## src/rtl/pti_pkg.sv

```systemverilog
// Shared types and constants for the partial trapezoid integral unit.
// Depends on nothing; every other file in rtl/ refers to it by scoped names.
package pti_pkg;

    localparam int MAX_ENTRIES_DEF = 64;
    localparam int DATA_W          = 32;
    localparam int INDEX_W         = 6;
    localparam int COUNT_W         = 7;
    localparam int STATUS_W        = 2;

    // Round half up before dropping the 17 fraction bits of the sum.
    localparam int ROUND_HALF = 65536;

    localparam logic [DATA_W-1:0] SAT_MAX = 32'h7FFF_FFFF;
    localparam logic [DATA_W-1:0] SAT_MIN = 32'h8000_0000;

    typedef enum logic {
        OP_LOAD  = 1'b0,
        OP_QUERY = 1'b1
    } opcode_t;

    typedef enum logic [STATUS_W-1:0] {
        STATUS_OK    = 2'd0,
        STATUS_BELOW = 2'd1,
        STATUS_SAT   = 2'd2
    } status_code_t;

    // What a memory read issued by the controller is for.
    typedef enum logic [1:0] {
        RD_FIRST = 2'd0,
        RD_LAST  = 2'd1,
        RD_SCAN  = 2'd2,
        RD_HALF  = 2'd3
    } rd_kind_t;

    typedef struct packed {
        logic     start;
        logic     load_wr;
        logic     rd_en;
        rd_kind_t kind;
        logic     in_range;
        logic     finish;
    } cmd_t;

    typedef struct packed {
        logic full;
        logic pipe_empty;
        logic out_free;
    } sts_t;

endpackage

```

## src/rtl/pti_ctrl.sv

```systemverilog
// Controller of the partial trapezoid integral unit: entry count register,
// query sequencer and memory read addresses. Uses pti_pkg.
module pti_ctrl #(
    parameter int MAX_ENTRIES = pti_pkg::MAX_ENTRIES_DEF,
    parameter int AW          = $clog2(MAX_ENTRIES)
) (
    input  logic                         clk,
    input  logic                         rst_n,
    input  logic                         in_valid,
    output logic                         in_ready,
    input  logic                         opcode,
    input  logic                         cfg_valid,
    output logic                         cfg_ready,
    input  logic [pti_pkg::COUNT_W-1:0]  cfg_data,
    output pti_pkg::cmd_t                cmd,
    input  pti_pkg::sts_t                sts,
    input  logic [AW-1:0]                m_idx,
    output logic [AW-1:0]                node_addr,
    output logic [AW-1:0]                wv_addr
);

    localparam int NW = $clog2(MAX_ENTRIES + 1);

    typedef enum logic [7:0] {
        ST_IDLE    = 8'b0000_0001,
        ST_RD_FIRST = 8'b0000_0010,
        ST_RD_LAST = 8'b0000_0100,
        ST_SWEEP   = 8'b0000_1000,
        ST_SETTLE  = 8'b0001_0000,
        ST_HALF_LO = 8'b0010_0000,
        ST_HALF_HI = 8'b0100_0000,
        ST_DRAIN   = 8'b1000_0000
    } state_t;

    state_t        state_reg, state_next;
    logic [NW-1:0] n_reg, n_next;
    logic [NW-1:0] k_reg, k_next;
    logic [NW-1:0] km1;
    logic [NW-1:0] nm1;

    assign km1 = k_reg - NW'(1);
    assign nm1 = n_reg - NW'(1);

    // The count register holds the clamped entry count.
    always_comb
    begin
        n_next = n_reg;
        if (cfg_valid)
        begin
            if (cfg_data < pti_pkg::COUNT_W'(2))
            begin
                n_next = NW'(2);
            end
            else if (32'(cfg_data) > 32'(MAX_ENTRIES))
            begin
                n_next = NW'(MAX_ENTRIES);
            end
            else
            begin
                n_next = NW'(cfg_data);
            end
        end
    end

    always_comb
    begin
        state_next   = state_reg;
        k_next       = k_reg;
        cmd          = '0;
        cmd.kind     = pti_pkg::RD_FIRST;
        node_addr    = '0;
        wv_addr      = '0;
        case (state_reg)
            ST_IDLE:
            begin
                if (in_valid)
                begin
                    if (opcode == pti_pkg::OP_QUERY)
                    begin
                        cmd.start  = 1'b1;
                        state_next = ST_RD_FIRST;
                    end
                    else
                    begin
                        cmd.load_wr = 1'b1;
                    end
                end
            end
            ST_RD_FIRST:
            begin
                cmd.rd_en  = 1'b1;
                cmd.kind   = pti_pkg::RD_FIRST;
                state_next = ST_RD_LAST;
            end
            ST_RD_LAST:
            begin
                cmd.rd_en  = 1'b1;
                cmd.kind   = pti_pkg::RD_LAST;
                node_addr  = nm1[AW-1:0];
                k_next     = NW'(1);
                state_next = ST_SWEEP;
            end
            ST_SWEEP:
            begin
                cmd.rd_en    = 1'b1;
                cmd.kind     = pti_pkg::RD_SCAN;
                cmd.in_range = (k_reg <= n_reg - NW'(2));
                node_addr    = k_reg[AW-1:0];
                wv_addr      = km1[AW-1:0];
                if (k_reg == n_reg)
                begin
                    state_next = ST_SETTLE;
                end
                else
                begin
                    k_next = k_reg + NW'(1);
                end
            end
            ST_SETTLE:
            begin
                state_next = sts.full ? ST_DRAIN : ST_HALF_LO;
            end
            ST_HALF_LO:
            begin
                cmd.rd_en  = 1'b1;
                cmd.kind   = pti_pkg::RD_HALF;
                node_addr  = (m_idx == '0) ? '0 : m_idx - AW'(1);
                wv_addr    = m_idx;
                state_next = ST_HALF_HI;
            end
            ST_HALF_HI:
            begin
                cmd.rd_en  = 1'b1;
                cmd.kind   = pti_pkg::RD_HALF;
                node_addr  = m_idx;
                wv_addr    = m_idx + AW'(1);
                state_next = ST_DRAIN;
            end
            ST_DRAIN:
            begin
                if (sts.pipe_empty && sts.out_free)
                begin
                    cmd.finish = 1'b1;
                    state_next = ST_IDLE;
                end
            end
            default:
            begin
                state_next = ST_IDLE;
            end
        endcase
    end

    always_ff @(posedge clk or negedge rst_n)
    begin
        if (!rst_n)
        begin
            state_reg <= ST_IDLE;
            n_reg     <= NW'(2);
            k_reg     <= '0;
        end
        else
        begin
            state_reg <= state_next;
            n_reg     <= n_next;
            k_reg     <= k_next;
        end
    end

    assign in_ready  = (state_reg == ST_IDLE);
    assign cfg_ready = 1'b1;

    a_query_blocks_input: assert property (@(posedge clk) disable iff (!rst_n)
        (in_valid && in_ready && opcode == pti_pkg::OP_QUERY) |=> !in_ready)
        else $error("input still ready after a query transaction");

    a_no_half_when_full: assert property (@(posedge clk) disable iff (!rst_n)
        (cmd.rd_en && cmd.kind == pti_pkg::RD_HALF) |-> !sts.full)
        else $error("half-weight read issued with the query point past the last node");

    a_sweep_bounds: assert property (@(posedge clk) disable iff (!rst_n)
        (state_reg == ST_SWEEP) |-> (k_reg != '0 && k_reg <= n_reg))
        else $error("sweep counter outside the entries in use");

    a_interval_bound: assert property (@(posedge clk) disable iff (!rst_n)
        (state_reg == ST_HALF_LO) |-> (NW'(m_idx) <= n_reg - NW'(2)))
        else $error("interval index beyond the second-last entry");

endmodule

```

## config.mk

```make
export PLATFORM = sky130hd
export DESIGN_NAME = pti_ctrl
export DESIGN_NICKNAME = d
export VERILOG_FILES = /design/src/rtl/pti_pkg.sv /design/src/rtl/pti_ctrl.sv
export SDC_FILE = /design/constraint.sdc
export NUM_CORES = 1
export LEC_CHECK = 0
export BUFFER_PORTS_ARGS = -buffer_cell sky130_fd_sc_hd__buf_2
export CORE_MARGIN = 8
export CORE_UTILIZATION = 46
export CTS_CLUSTER_DIAMETER = 60
export DETAILED_ROUTE_END_ITERATION = 7
export PLACE_DENSITY = 0.69
export SLEW_MARGIN = 0
export SYNTH_ARGS = -nofsm -noshare
export SYNTH_HDL_FRONTEND = slang
export SYNTH_SLANG_ARGS = --single-unit
```

## constraint.sdc

```tcl
create_clock -name clk -period 3.45 [get_ports clk]
set_input_delay 0.69 -clock clk [delete_from_list [all_inputs] [get_ports clk]]
set_output_delay 0.69 -clock clk [all_outputs]
set_load 0.01 [all_outputs]
```

==> run summary <==
The data arrival at the endpoint of the critical path is 2.33 ns. The multi-input combinational cells in the finished layout cover a total of 1350 µm². The worst slack at placement came out at 0.420 ns. The floorplan has 24 rows.

The number of antenna violations at the first check in global routing is 0. The number of search-and-repair iterations in the first detailed-routing pass is 4. The summed area of non-filler cells in the final layout came out at around 2300 µm².

The final period utilization is 0.876. For this run the aggregate overflow at the end of global routing stands at 0. The delay of the slowest cell on the worst path is 0.55 ns.

Of the total synthesized cell area, the portion taken by full adders, half adders and majority gates is 0.0852. Of the total synthesized cell area, the portion taken by XOR and XNOR cells is 0.0767. The post-synthesis sequential element count came out at 22. The total inserted antenna cells is 0. Yosys mapped a number of flops with a built-in enable equal to 0. The commonest cells after synthesis are 27 x sky130_fd_sc_hd__nand2_1, 22 x sky130_fd_sc_hd__o21ai_0, 20 x sky130_fd_sc_hd__dfrtp_1, 20 x sky130_fd_sc_hd__inv_1, 20 x sky130_fd_sc_hd__nor2_1. The post-cts resize count came out at 0. Total power for the finished layout comes to roughly 0.97 mW. Once detail routing completed, the nets flagged for antenna violations numbered 0. Entering global routing, the biggest net connects 23 pins.

The global-route track usage on met1 is 0.192. The area growth from synthesis to layout came out at 13.0%. The clock slew seen by the registers of the worst setup and hold paths is 0.08 ns. The number of hold buffers added after cts is 0. The most used flip-flop cell after synthesis is sky130_fd_sc_hd__dfrtp_1. Dividing the detail-routed wire length by the instance count gives approximately 15 µm. The final net count is between 300 and 400.

Once layout is complete, the utilization of the core stands at 0.537. The iteration-0 DRC count of the detailed router came out at 88. The async set-reset flop share out of synthesis came out at 1.00. After synthesis, the largest family of logic cells by area is simple AND/OR/NAND/NOR gates. The worst-path maximum fanout is 4. The initial utilization of the core area, before any placement, comes to 0.475.

In this run the vertical extent of the chip is 82.9 µm. A synthesized cell averages slightly below 8 µm². Setup violations remaining at the end of the flow were counted as 0. The via density per instance is around 5.7. The quantity of I/O buffers inserted on ports came out at 40.

For this block, the routed nets add up to 5.17 mm of wire. The final number of hold-violating endpoints is 0. The global-route wire length before repair came out at 8.98 mm. The complex-gate fraction of the synthesized area is 0.207.

The synthesized netlist occupies a cell area of 2060 µm². The clock sink total came out at 22. The static power due to leakage is 1.11 nW. The sequential fraction of the synthesis area is 0.269. The part of the power in the clock network is 0.248. The count of buffering cells on the critical path with inverters included came out at 2. The synthesized design spends more area on one cell type than any other, namely sky130_fd_sc_hd__dfrtp_1.

The slowest stage of the critical path belongs to the cell sky130_fd_sc_hd__dfstp_2. The via count of the first global-routing pass was between 1500 and 2000. The class of the most critical setup path is flop to primary output. The internal portion of total power came out at roughly 0.60 mW.

Summing all placed instances gives a cell area of around 2300 µm². The register with the most flip-flops in the layout has 8 of them. Max-cap violations in this run came to 0.

STA classifies the critical path startpoint as a flop. The count of final max-slew check failures is 0. Sorting the synthesized cells by area gives the leading types as sky130_fd_sc_hd__dfrtp_1 24%, sky130_fd_sc_hd__ha_1 8.5%, sky130_fd_sc_hd__o21ai_0 5.4%, sky130_fd_sc_hd__nand2_1 4.9%, sky130_fd_sc_hd__xor2_1 4.3%. The number of filler cells placed in the layout is ~430. Routability-driven placement finished with a final weighted congestion of 0.853. The worst hold path belongs to the class primary input to async pin. Clock skew on the completed layout was measured at 0.000940 ns. The portion of synthesized area spent on multiplexers is 0.0207. The die is 82.9 µm wide. Summing over every cut layer, the via total after detailed routing is 1963. The sum of net half-perimeters after detailed placement is around 4 mm. The power density of the placed cells came out at 418 nW/µm². After detailed routing, the number of remaining DRC violations is 0. The met3 track demand over resource came out at 0.0400. The fraction of final layout cells with drive strength greater than 1 is 0.178. On the critical path the largest part of the delay comes from flip-flops. The die covers 6860 µm². For this run, the top clock speed supported by timing is 331 MHz. The summed negative setup slack over all endpoints is 0 ns. The number of standard cells after synthesis is 261.

The final worst hold slack is between 0.3 and 0.4 ns. STA classifies the critical path endpoint as a primary output. Synthesis instantiated 53 different standard cells from the library. The share of the synthesized area in the top cell type came out at 0.243. The clock passes through at most 2 buffers. The worst-case setup margin in the final layout is around 0.43 ns.

The proportion of total power due to net switching is 0.384. The time the final worst path needs with I/O delays and setup is 3.02 ns. The required time at the endpoint of the critical path came out at 2.76 ns.

TritonCTS built the clock tree. The final non-filler cell total came out at between 300 and 400. Including well taps, the total number of placed cells is 340. The power spent charging and discharging nets is approximately 0.37 mW. The number of setup buffers added after CTS came out at 0. The part of the total power dissipated in sequential elements came out at 0.368. Synthesis produced a netlist with a net count of 296. The global-route usage over all layers is 0.150. Registers take 553 µm². Of the total synthesized cell area, the portion taken by AND, OR, NAND and NOR gates is 0.266. The standard cell core area is approximately 4300 µm².

The share of total power dissipated in combinational logic is 0.384. Buffers inserted during clock tree synthesis total 3. For this design the top-level I/O count stands at 42.

The met2 routing resource usage after global routing is 0.234. The clock latency of the later-clocked register in the worst-skew pair is approximately 0.26 ns. The flow ran to the end, and the final reports show no timing, DRC or antenna violations.

In this run the number of H-tree levels came out at 1. The master cell of the clock root buffer is sky130_fd_sc_hd__clkbuf_8. The worst IR drop on VDD is 0.000208 V. The synthesis warning total is 0. The most frequent cell after synthesis is sky130_fd_sc_hd__nand2_1. The most used routing layer in global routing is met2.

Traced cell by cell, the critical path runs through inv_1 -> ha_1 -> nand2_1 -> xnor2_1 -> ha_1 -> a21o_1 -> a21oi_1 -> nand3b_1 -> a21oi_1 -> buf_2. Setup repair after global routing left no endpoint under its margin.
kinds of logic after synthesis:
group / Yosys count
multiplexers: 4
AND/OR/NAND/NOR: 102
adder cells (fa/ha/maj): 14
XOR/XNOR: 18
AO/OA/AOI/OAI: 66
buffers and inverters: 34
other: 1
flip-flops: 22
worst register-to-register path, stage by stage, from the launching register on:
cell and delay [ns]:
sky130_fd_sc_hd__dfrtp_1 0.55, sky130_fd_sc_hd__ha_1 0.33, sky130_fd_sc_hd__nand2b_1 0.15, sky130_fd_sc_hd__nor4_1 0.28, sky130_fd_sc_hd__nand2_1 0.26, sky130_fd_sc_hd__and4_1 0.27, sky130_fd_sc_hd__a211o_1 0.31
placed cells by master (no fill, tap or decap), types with 8 or more instances in the layout:
master                    instances
sky130_fd_sc_hd__ha_1            14
sky130_fd_sc_hd__inv_1           20
sky130_fd_sc_hd__buf_2           40
sky130_fd_sc_hd__a21oi_1         12
sky130_fd_sc_hd__xor2_1          10
sky130_fd_sc_hd__nor2_1          20
sky130_fd_sc_hd__o21ai_0         22
sky130_fd_sc_hd__dfrtp_1         20
sky130_fd_sc_hd__nand3_1         10
sky130_fd_sc_hd__nand2_1         27
sky130_fd_sc_hd__xnor2_1          8
final cells by class:
cell class	count	area share
inverters	20	0.0323
repair buffers	41	0.0894
multi-input cells	205	0.582
flip-flops and latches	22	0.238
clock inverters	1	0.0129
clock buffers	3	0.0178
well taps	52	0.0280
layer usage:
| layer | wire, µm | up-vias | share of wire |
|---|---|---|---|
| met5 | 0 | - | 0 |
| met4 | 69 | 0 | 0.013 |
| met3 | 355 | 7 | 0.069 |
| met2 | 2290 | 62 | 0.44 |
| met1 | 2450 | 897 | 0.47 |
| li1 | - | 997 | - |
power by group through the flow:
stage | clock network [mW] | registers, mW | logic, mW
2_1_floorplan | 0 | 0.318 | 0.305
3_3_place_gp | 0 | 0.359 | 0.363
3_5_place_dp | 0 | 0.361 | 0.368
4_1_cts | 0.247 | 0.355 | 0.372
5_1_grt | 0.261 | 0.364 | 0.424
6_report | 0.241 | 0.357 | 0.373
path summary, 6_finish.rpt:
path	start	end	slack, ns	cells past startpoint
worst min register to register	n_reg[6]	n_reg[6]	0.59	1
worst max-delay path	n_reg[1]	cmd[1]	0.43	10
max in group asynchronous	rst_n	n_reg[1]	2.71	1
worst max register to register	k_reg[1]	k_reg[2]	1.18	6
min in group clk	sts[2]	state_reg[5]	0.58	2
worst min-delay path	rst_n	k_reg[2]	0.38	1
(Power assumes the default switching activity.)
